$ cat src/sv/adc_round_robin_scanner_defines.svh
// assertion helpers shared by the scanner top and the search module
`ifndef ADC_ROUND_ROBIN_SCANNER_DEFINES_SVH
`define ADC_ROUND_ROBIN_SCANNER_DEFINES_SVH

// checked at every rising clock edge outside reset
`define ADCRR_ASSERT(label, prop, msg) \
    label: assert property (@(posedge aclk) disable iff (!aresetn) prop) else $error(msg);

// same check, also enforced while reset is held
`define ADCRR_ASSERT_ALWAYS(label, prop, msg) \
    label: assert property (@(posedge aclk) prop) else $error(msg);

`endif

$ cat src/sv/adcrr_pkg.sv
package adcrr_pkg;

    // port field widths
    localparam int MODE_W   = 2;
    localparam int SAMPLE_W = 10;
    localparam int CHAN_W   = 3;
    localparam int MUX_W    = 8;
    localparam int COUNT_W  = 16;
    localparam int MASK_W   = 8;
    localparam int TABLE_W  = 64;
    localparam int CFG_IDX_W = 1;
    localparam int CFG_DATA_W = 64;
    localparam int S_TDATA_W = 16;
    localparam int M_TDATA_W = 40;

    // item kinds
    localparam logic [MODE_W-1:0] MODE_START  = 2'd0;
    localparam logic [MODE_W-1:0] MODE_SAMPLE = 2'd1;
    localparam logic [MODE_W-1:0] MODE_READ   = 2'd2;

    // configuration register indexes
    localparam logic [CFG_IDX_W-1:0] CFG_ENABLE_MASK = 1'd0;
    localparam logic [CFG_IDX_W-1:0] CFG_MUX_TABLE   = 1'd1;

    typedef struct packed {
        logic done;
        logic found;
    } search_status_t;

endpackage

$ cat src/sv/adc_round_robin_scanner.sv
// Scan sequencer for a multi-input converter.
// Input stream s_*: one transfer per item. mode 0 starts a scan at the lowest
// enabled channel, mode 1 delivers a finished conversion for the active channel,
// mode 2 reads back the stored value, valid flag and count of query_channel.
// Result stream m_*: exactly one transfer per input item, carrying the
// conversion request (start_conversion, mux_select), the active channel and the
// read-back fields (zero except for mode 2).
// Configuration: cfg_wr_en writes cfg_wdata to cfg_addr
// (0 enable_mask, 1 mux_table); write only while no item is in flight.
// Order: a read, an ignored sample or an unused mode goes from the idle state to
// the emit state, which loads the output register; a start or a sample during a
// scan first runs the serial channel search, one channel per cycle, over at most
// NUM_CHANNELS channels, and then goes to emit.
// Throughput: one item at a time; s_tready is low from acceptance until the
// result is loaded into the output register, which is then free to wait on
// m_tready while the next item is taken.
// If the receiver stalls, the output holds and the block waits to load the next
// result. Reset clears counts, valid flags, the scan state and both configuration
// registers; stored samples are not reset but read as zero until written.
`include "adc_round_robin_scanner_defines.svh"

module adc_round_robin_scanner #(
    parameter int NUM_CHANNELS = 8,
    parameter int SAMPLE_BITS  = 10,
    parameter int COUNT_BITS   = 16
) (
    input  logic                                aclk,
    input  logic                                aresetn,
    input  logic                                cfg_wr_en,
    input  logic [adcrr_pkg::CFG_IDX_W-1:0]     cfg_addr,
    input  logic [adcrr_pkg::CFG_DATA_W-1:0]    cfg_wdata,
    input  logic                                s_tvalid,
    output logic                                s_tready,
    // mode[1:0], sample[11:2], query_channel[14:12], zero[15]
    input  logic [adcrr_pkg::S_TDATA_W-1:0]     s_tdata,
    output logic                                m_tvalid,
    input  logic                                m_tready,
    // start_conversion[0], mux_select[8:1], active_channel[11:9],
    // read_value[21:12], read_valid[22], read_count[38:23], zero[39]
    output logic [adcrr_pkg::M_TDATA_W-1:0]     m_tdata
);

    import adcrr_pkg::*;

    localparam int CH_W = $clog2(NUM_CHANNELS);

    localparam logic [1:0] ST_IDLE   = 2'd0;
    localparam logic [1:0] ST_SEARCH = 2'd1;
    localparam logic [1:0] ST_EMIT   = 2'd2;

    logic [1:0] state_reg, state_next;

    logic [MASK_W-1:0]  enable_mask_reg;
    logic [TABLE_W-1:0] mux_table_reg;

    logic [CH_W-1:0] cur_reg, cur_next;
    logic            scanning_reg, scanning_next;

    logic                res_start_reg, res_start_next;
    logic [MUX_W-1:0]    res_mux_reg, res_mux_next;
    logic [SAMPLE_W-1:0] res_value_reg, res_value_next;
    logic                res_valid_reg, res_valid_next;
    logic [COUNT_W-1:0]  res_count_reg, res_count_next;

    logic                m_tvalid_reg, m_tvalid_next;
    logic [M_TDATA_W-1:0] m_tdata_reg, m_tdata_next;

    logic [MODE_W-1:0]   in_mode;
    logic [SAMPLE_W-1:0] in_sample;
    logic [CHAN_W-1:0]   in_query;
    logic                in_xfer;
    logic                query_ok;

    logic                   store_wr;
    logic [SAMPLE_BITS-1:0] store_rd_value;
    logic                   store_rd_valid;
    logic [COUNT_BITS-1:0]  store_rd_count;

    logic                  search_start;
    logic [CH_W-1:0]       search_from;
    logic [CH_W-1:0]       search_chan;
    search_status_t        search_status;
    logic                  out_free;

    assign in_mode   = s_tdata[1:0];
    assign in_sample = s_tdata[11:2];
    assign in_query  = s_tdata[14:12];

    assign s_tready = (state_reg == ST_IDLE);
    assign in_xfer  = s_tvalid && s_tready;
    assign query_ok = (32'(in_query) < NUM_CHANNELS);
    assign out_free = !m_tvalid_reg || m_tready;

    assign store_wr = in_xfer && (in_mode == MODE_SAMPLE) && scanning_reg;

    adcrr_store #(
        .NUM_CHANNELS (NUM_CHANNELS),
        .SAMPLE_BITS  (SAMPLE_BITS),
        .COUNT_BITS   (COUNT_BITS)
    ) u_store (
        .aclk      (aclk),
        .aresetn   (aresetn),
        .wr_en     (store_wr),
        .wr_chan   (cur_reg),
        .wr_sample (SAMPLE_BITS'(in_sample)),
        .rd_chan   (in_query[CH_W-1:0]),
        .rd_value  (store_rd_value),
        .rd_valid  (store_rd_valid),
        .rd_count  (store_rd_count)
    );

    // a sample resumes the scan at the channel after the active one
    assign search_from  = (in_mode == MODE_START) ? '0 :
                          (32'(cur_reg) == NUM_CHANNELS - 1) ? '0 : cur_reg + CH_W'(1);
    assign search_start = in_xfer &&
                          ((in_mode == MODE_START) || ((in_mode == MODE_SAMPLE) && scanning_reg));

    adcrr_search #(
        .NUM_CHANNELS (NUM_CHANNELS)
    ) u_search (
        .aclk       (aclk),
        .aresetn    (aresetn),
        .start      (search_start),
        .start_chan (search_from),
        .enable     (enable_mask_reg[NUM_CHANNELS-1:0]),
        .chan       (search_chan),
        .status     (search_status)
    );

    always_ff @(posedge aclk) begin
        if (!aresetn) begin
            enable_mask_reg <= '0;
            mux_table_reg   <= '0;
        end else if (cfg_wr_en) begin
            unique case (cfg_addr)
                CFG_ENABLE_MASK: enable_mask_reg <= cfg_wdata[MASK_W-1:0];
                CFG_MUX_TABLE:   mux_table_reg   <= cfg_wdata[TABLE_W-1:0];
                default:         ;
            endcase
        end
    end

    always_comb begin
        state_next     = state_reg;
        cur_next       = cur_reg;
        scanning_next  = scanning_reg;
        res_start_next = res_start_reg;
        res_mux_next   = res_mux_reg;
        res_value_next = res_value_reg;
        res_valid_next = res_valid_reg;
        res_count_next = res_count_reg;
        m_tvalid_next  = m_tvalid_reg;
        m_tdata_next   = m_tdata_reg;

        if (m_tvalid_reg && m_tready) begin
            m_tvalid_next = 1'b0;
        end

        unique case (state_reg)
            ST_IDLE: begin
                if (in_xfer) begin
                    res_start_next = 1'b0;
                    res_mux_next   = '0;
                    res_value_next = '0;
                    res_valid_next = 1'b0;
                    res_count_next = '0;
                    if (search_start) begin
                        state_next = ST_SEARCH;
                    end else begin
                        state_next = ST_EMIT;
                    end
                    if ((in_mode == MODE_READ) && query_ok) begin
                        res_value_next = SAMPLE_W'(store_rd_value);
                        res_valid_next = store_rd_valid;
                        res_count_next = COUNT_W'(store_rd_count);
                    end
                end
            end
            ST_SEARCH: begin
                if (search_status.done) begin
                    state_next = ST_EMIT;
                    if (search_status.found) begin
                        cur_next       = search_chan;
                        scanning_next  = 1'b1;
                        res_start_next = 1'b1;
                        res_mux_next   = mux_table_reg[MUX_W*search_chan +: MUX_W];
                    end else begin
                        scanning_next = 1'b0;
                    end
                end
            end
            ST_EMIT: begin
                if (out_free) begin
                    state_next    = ST_IDLE;
                    m_tvalid_next = 1'b1;
                    m_tdata_next  = {1'b0, res_count_reg, res_valid_reg, res_value_reg,
                                     CHAN_W'(cur_reg), res_mux_reg, res_start_reg};
                end
            end
            default: begin
                state_next = ST_IDLE;
            end
        endcase
    end

    always_ff @(posedge aclk) begin
        res_start_reg <= res_start_next;
        res_mux_reg   <= res_mux_next;
        res_value_reg <= res_value_next;
        res_valid_reg <= res_valid_next;
        res_count_reg <= res_count_next;
        m_tdata_reg   <= m_tdata_next;
    end

    always_ff @(posedge aclk) begin
        if (!aresetn) begin
            state_reg    <= ST_IDLE;
            cur_reg      <= '0;
            scanning_reg <= 1'b0;
            m_tvalid_reg <= 1'b0;
        end else begin
            state_reg    <= state_next;
            cur_reg      <= cur_next;
            scanning_reg <= scanning_next;
            m_tvalid_reg <= m_tvalid_next;
        end
    end

    assign m_tvalid = m_tvalid_reg;
    assign m_tdata  = m_tdata_reg;

    `ADCRR_ASSERT(a_result_from_emit, $rose(m_tvalid_reg) |-> $past(state_reg == ST_EMIT), "result loaded outside emit")
    `ADCRR_ASSERT(a_done_in_search, search_status.done |-> state_reg == ST_SEARCH, "search finished outside search state")
    `ADCRR_ASSERT(a_item_leaves_idle, in_xfer |=> state_reg != ST_IDLE, "accepted item was dropped")

endmodule

$ cat src/sv/adcrr_store.sv
module adcrr_store #(
    parameter int NUM_CHANNELS = 8,
    parameter int SAMPLE_BITS  = 10,
    parameter int COUNT_BITS   = 16
) (
    input  logic                            aclk,
    input  logic                            aresetn,
    input  logic                            wr_en,
    input  logic [$clog2(NUM_CHANNELS)-1:0] wr_chan,
    input  logic [SAMPLE_BITS-1:0]          wr_sample,
    input  logic [$clog2(NUM_CHANNELS)-1:0] rd_chan,
    output logic [SAMPLE_BITS-1:0]          rd_value,
    output logic                            rd_valid,
    output logic [COUNT_BITS-1:0]           rd_count
);

    logic [SAMPLE_BITS-1:0] sample_reg [NUM_CHANNELS];
    logic [COUNT_BITS-1:0]  count_reg  [NUM_CHANNELS];
    logic [NUM_CHANNELS-1:0] valid_reg;

    always_ff @(posedge aclk) begin
        if (wr_en) begin
            sample_reg[wr_chan] <= wr_sample;
        end
    end

    always_ff @(posedge aclk) begin
        if (!aresetn) begin
            valid_reg <= '0;
            for (int i = 0; i < NUM_CHANNELS; i++) begin
                count_reg[i] <= '0;
            end
        end else if (wr_en) begin
            valid_reg[wr_chan] <= 1'b1;
            count_reg[wr_chan] <= count_reg[wr_chan] + COUNT_BITS'(1);
        end
    end

    // a channel never sampled reads as zero
    assign rd_valid = valid_reg[rd_chan];
    assign rd_value = valid_reg[rd_chan] ? sample_reg[rd_chan] : '0;
    assign rd_count = count_reg[rd_chan];

endmodule

$ cat src/sv/adcrr_search.sv
`include "adc_round_robin_scanner_defines.svh"

module adcrr_search #(
    parameter int NUM_CHANNELS = 8
) (
    input  logic                                 aclk,
    input  logic                                 aresetn,
    input  logic                                 start,
    input  logic [$clog2(NUM_CHANNELS)-1:0]      start_chan,
    input  logic [NUM_CHANNELS-1:0]              enable,
    output logic [$clog2(NUM_CHANNELS)-1:0]      chan,
    output adcrr_pkg::search_status_t            status
);

    import adcrr_pkg::*;

    localparam int CH_W = $clog2(NUM_CHANNELS);

    logic            busy_reg, busy_next;
    logic [CH_W-1:0] cand_reg, cand_next;
    logic [CH_W-1:0] steps_reg, steps_next;
    logic            hit;
    logic            last_step;

    // one candidate channel is tested per cycle, wrapping at the top
    assign hit       = enable[cand_reg];
    assign last_step = (32'(steps_reg) == NUM_CHANNELS - 1);

    assign status.done  = busy_reg && (hit || last_step);
    assign status.found = busy_reg && hit;
    assign chan         = cand_reg;

    always_comb begin
        busy_next  = busy_reg;
        cand_next  = cand_reg;
        steps_next = steps_reg;
        if (start) begin
            busy_next  = 1'b1;
            cand_next  = start_chan;
            steps_next = '0;
        end else if (busy_reg) begin
            if (status.done) begin
                busy_next = 1'b0;
            end else begin
                cand_next  = (32'(cand_reg) == NUM_CHANNELS - 1) ? '0 : cand_reg + CH_W'(1);
                steps_next = steps_reg + CH_W'(1);
            end
        end
    end

    always_ff @(posedge aclk) begin
        if (!aresetn) begin
            busy_reg  <= 1'b0;
            cand_reg  <= '0;
            steps_reg <= '0;
        end else begin
            busy_reg  <= busy_next;
            cand_reg  <= cand_next;
            steps_reg <= steps_next;
        end
    end

    `ADCRR_ASSERT(a_done_ends_search, status.done && !start |=> !busy_reg, "search still busy after done")
    `ADCRR_ASSERT(a_steps_bounded, busy_reg |-> 32'(steps_reg) < NUM_CHANNELS, "search ran past all channels")
    `ADCRR_ASSERT_ALWAYS(a_idle_no_done, !busy_reg |-> !status.done, "done reported while idle")

endmodule
$ cat config.mk
export PLATFORM = sky130hd
export DESIGN_NAME = adc_round_robin_scanner
export DESIGN_NICKNAME = d
export VERILOG_FILES = /design/src/sv/adcrr_pkg.sv /design/src/sv/adc_round_robin_scanner.sv /design/src/sv/adcrr_store.sv /design/src/sv/adcrr_search.sv
export VERILOG_INCLUDE_DIRS = /design/src /design/src/sv
export SDC_FILE = /design/constraint.sdc
export NUM_CORES = 1
export LEC_CHECK = 0
export BUFFER_PORTS_ARGS = -buffer_cell sky130_fd_sc_hd__buf_2
export CAP_MARGIN = 20
export CORE_MARGIN = 4
export CORE_UTILIZATION = 42
export CTS_BUF_LIST = sky130_fd_sc_hd__clkbuf_16
export CTS_CLUSTER_DIAMETER = 80
export DETAILED_ROUTE_END_ITERATION = 16
export PLACE_DENSITY = 0.71
export SLEW_MARGIN = 20
export SYNTH_ARGS = -nofsm -noshare
export SYNTH_HDL_FRONTEND = slang
export SYNTH_SLANG_ARGS = --single-unit
$ cat constraint.sdc
create_clock -name aclk -period 3.4 [get_ports aclk]
set_input_delay 0.68 -clock aclk [delete_from_list [all_inputs] [get_ports aclk]]
set_output_delay 0.68 -clock aclk [all_outputs]
set_load 0.05 [all_outputs]
* Word level (Yosys, flattened, before mapping)
Memory sizes are Yosys's and may differ from the RTL's. A register that Yosys moved wholly into a read port is not among the register bits. Cells that the tools add are included.
Word-level totals: input bits 86, output and inout bits 42, bits in registers 143, memories kept 2, memory bits (writable) 208
Memory list:
- u_store.count_reg | words 8, bits a word 16, rd ports 2, clocked after memory_dff 2, write ports 8, RTL line adcrr_store.sv:18 | logic [COUNT_BITS-1:0] count_reg [NUM_CHANNELS];
- u_store.sample_reg | words 8, bits a word 10, rd ports 1, clocked after memory_dff 1, write ports 1, RTL line adcrr_store.sv:17 | logic [SAMPLE_BITS-1:0] sample_reg [NUM_CHANNELS];
Cells by class: order comparisons 4, reductions and logical operators 32, muxes and demuxes 42, eq/ne operators 12, add/sub/neg operators 4, shifts and indexed selects 1, bitwise logic cells 4
Operator list (count):
- 64-bit by 7-bit variable part select with 8-bit output | 1
- 3-bit 2-to-1 mux | 9
- 8-bit 2-to-1 mux | 3
- 1-bit 2-to-1 mux | 19
- 16-bit by 1-bit adder with 16-bit output, second input constant | 1
- 16-bit 2-to-1 mux | 1
- 8-bit one-hot mux with 2 select lines | 1
- 2-bit AND reduction | 8
- 16-bit OR reduction | 1
- 3-bit by 4-bit < comparator with 1-bit output, second input constant | 3
- 3-bit by 1-bit adder with 3-bit output, second input constant | 3
- 3-bit equality test, second input constant | 3
- 1-bit logical AND | 9
- 2-bit 2-to-1 mux | 4
- 2-bit inequality test, second input constant | 4
- 8-bit OR | 1
- 1-bit binary-select mux with 3-bit select | 2
- 2-bit one-hot mux with 3 select lines | 1
- 3-bit AND reduction | 2
- 2-bit by 1-bit equality test with 1-bit output, second input constant | 2
- 2-bit equality test, second input constant | 2
- 2-bit zero test | 2
- 4-bit AND reduction | 1
- 2-bit nonzero test | 2
- other kinds (8) | 14

* Longest topological paths before layout
depth in word-level cells 9, gate-level depth with buffers 10, depth with buffers taken out 7

* Modules after synthesis
A second synthesis with hierarchy kept.
Unflattened totals: cell total of the unflattened synthesis 1213, area total of the unflattened synthesis 16918.7 um2
Modules (own cells, without submodules):
- adcrr_store | sequential area each 6406.1 um2, instances 1, cells an instance 639, area an instance 10296.1 um2
- adc_round_robin_scanner | sequential area each 3833.7 um2, instances 1, cells an instance 522, area an instance 6117.1 um2
- adcrr_search | sequential area each 140.1 um2, instances 1, cells an instance 52, area an instance 505.5 um2

* Worst setup path before layout
No wires, ideal clock.
path type input-to-reg, start in s_tdata[1] (netlist bit), end mem u_store.count_reg[2][0], enable pin, path slack 0.087 ns, stages on the path 4, arrival time 2.902 ns, buffers on the path 1, cell sequence or4b_1 or3_1 clkbuf_1 o21ai_0
RTL lines:
- from (decl) | RTL line adc_round_robin_scanner.sv:35 | input logic [adcrr_pkg::S_TDATA_W-1:0] s_tdata,
- to (decl) | RTL line adcrr_store.sv:18

==> results.yml <==
run_status:
  status: "complete, no violations"
routing:
  wl_met2_mm: 17.53
  first_iter_violations: 679
  wl_mm: 34.85
  dr_wl_met3_mm: 2.557
  top_layer: "met5"
  vias_per_cell: 5.290
  drc: 0
  wire_per_inst_um: 19.20
  drtAntennaViolNets: 0
  vias: 9602
  drt_pass1_iterations: 5
  wl_met1_mm: 14.03
die:
  dieHeight_um: 205.5
  core_sq_mm: 0.03865
  floorplan.initialDensity_pct: 42.39
  row_count: 72
  ioPinCount: 128
  die_w_um: 205.5
  fp.dieArea_sq_mm: 0.04223
logic_synthesis:
  yosys-top-cells-area: "edfxtp_1 52%, mux4_2 13%, dfxtp_1 12%, nor2_1 4.1%, mux2i_1 3.7%"
  synth_top_cell_area_share_pct: 51.87
  synth_edf_count: 283
  syn_inst: 1125
  syn-mean-instance-area_sq_um: 14.56
  synth_seq_cells: 380
  syn-num-nets: 1218
  synth_largest_area_cell: "edfxtp_1"
  syn-cell-area_sq_mm: 0.01638
  synth_ff_type: "edfxtp_1"
  yosys_warnings: 0
  synth.distinct_cells: 51
  ys_seq_area_share_pct: 63.72
  ys_async_sr_fraction_pct: 0
clock_tree:
  clk_pin_slew_ps: 60
  cts_tree: "yes"
  post-cts-setup-buffer-count: 0
  insertion_delay_ps: 540
  cts.htree.levels: 2
  numCtsBuffers: 42
  clock_sinks: 380
  root_buffer: "clkbuf_16"
  clock_path_buffers: 3
  cts_hold_buf: 0
  cts_resized: 0
sta:
  relSlewSlack_pct: 32.07
  tns_ps: 0
  setup_viol: 0
  fmax_ghz: 0.3522
  tightest_slew_ps: 1017
  period_needed_ps: 2839
  finClkSkew_ps: 20.33
  drv_slew: 0
  period_share_pct: 83.51
  rsz0062_at_grt: "false"
  hold_viol_final: 0
setup_path:
  reg2reg_depth: 7
  regToRegSetupSlack_ps: 560
  critPathArrivalTime_ps: 3080
  critPathLaunchType: "register"
  worstSetupPathType: "reg -> reg"
  cp_max_fo: 21
  crit_required_ps: 3640
  crit_path_end_kind: "register"
placed_design:
  port_buffers: 125
  gp_congestion: 0.8015
  dp_cells: 1740
  hpwlAfterDp_mm: 22.48
run:
  cap_violations: 0
final_layout:
  final_common_cell: "edfxtp_1"
  largest_reg_flops: 128
  area_growth_pct: 15.98
  layout_common_cells: "283 x edfxtp_1, 179 x nor2_1, 145 x nand2_1"
  final_nets: 1359
  drive_above_1_share_pct: 26.70
  instances_no_fill: 1815
worst_hold_path:
  hold_depth: 3
  hold_path_class: "in -> reg"
pwr:
  ir_drop_mv: 0.3310
  p_leak_nw: 6.876
  powerDensity_mw_per_mm2: 532.5
  p_total_mw: 10.12
grt:
  grt_pass1_wl_mm: 54.39
  grt_pass1_vias: 9804
  grt-ovfl-total: 0
  grt_usage_pct: 16.65
  grt_max_degree: 79
  antenna_found_initial: 3
final cells by class:
| cell class | count | area [sq um] |
|---|---|---|
| diodes | 1 | 2.502 |
| well taps | 518 | 648.1 |
| fillers | 3294 | 19650 |
| clock buffers | 42 | 1051 |
| multi-input cells | 668 | 5617 |
| clock inverters | 32 | 214.0 |
| inverters | 5 | 18.77 |
| flip-flops and latches | 380 | 10440 |
| repair buffers | 169 | 1008 |
path summary, 6_finish.rpt:
| path | from | end |
|---|---|---|
| worst max-delay path | register | u_store.count_reg[6][8]$_SDFFCE_PN0P_ |
| worst min-delay path | cfg_wdata[16] | mux_table_reg[16]$_SDFFE_PN0P_ |
| worst max register to register | register | u_store.count_reg[6][8]$_SDFFCE_PN0P_ |
| worst min register to register | res_mux_reg[2]$_SDFFCE_PN0P_ | m_tdata[3]$_DFFE_PP_ |
through the flow:
step,setup WS [ps],util (%),hold WS [ps],cell area (sq um)
after CTS,530.5,49.16,370.6,19000
after floorplan,87.19,-,400.3,16380
after detailed placement,562.0,45.89,404.5,17730
after global placement,602.8,45.89,400.9,17730
final,560.7,49.16,390.2,19000
after global routing,408.7,49.16,378.4,19000
layer usage:
metal	GRT usage, %	vias up
met3	3.467	56
li1	-	4462
met4	4.330	6
met5	0	-
met1	21.44	4766
met2	28.93	312
synthesized netlist by cell type, types with 2 or more instances:
cell	number
xor2_2	2
edfxtp_1	283
nor2_1	179
a31oi_1	2
or2_2	2
xnor2_1	5
mux4_1	7
buf_2	7
buf_4	3
mux2i_1	60
nor2b_1	13
inv_1	5
o21ai_0	10
mux2_2	7
buf_6	3
nand3_1	4
ha_1	7
xor2_1	6
xnor2_2	2
nor3_1	4
nand2_1	146
buf_1	11
a21boi_0	66
clkbuf_1	47
nor3_2	2
o21a_1	9
or3_1	3
and3_1	5
nor3b_1	2
mux4_2	97
and2_1	3
dfxtp_1	97
nand2b_1	8
cells by family after synthesis:
family / Yosys count / share of synthesized area (%)
other cells: 1 / 0.02289
fa+ha+maj: 7 / 0.5346
xor+xnor: 15 / 0.9852
compound gates: 95 / 4.261
flops: 380 / 63.72
mux: 171 / 18.60
simple gates: 379 / 9.775
buf+inv: 77 / 2.093
power breakdown:
part | internal [mW] | leakage, nW | switching (mW)
Combinational | 0.283 | 2.67 | 0.461
Clock | 2.40 | 0.646 | 1.76
Sequential | 5.15 | 3.56 | 0.0667
Total | 7.83 | 6.88 | 2.29
critical path: stages (launching register included):
cell	delay [ps]
dfxtp_2	510
buf_12	260
mux4_2	590
and3_1	240
o22ai_2	330
nor2_1	140
xnor2_2	370
nor2_1	100
Power figures use the tool's default switching activity.
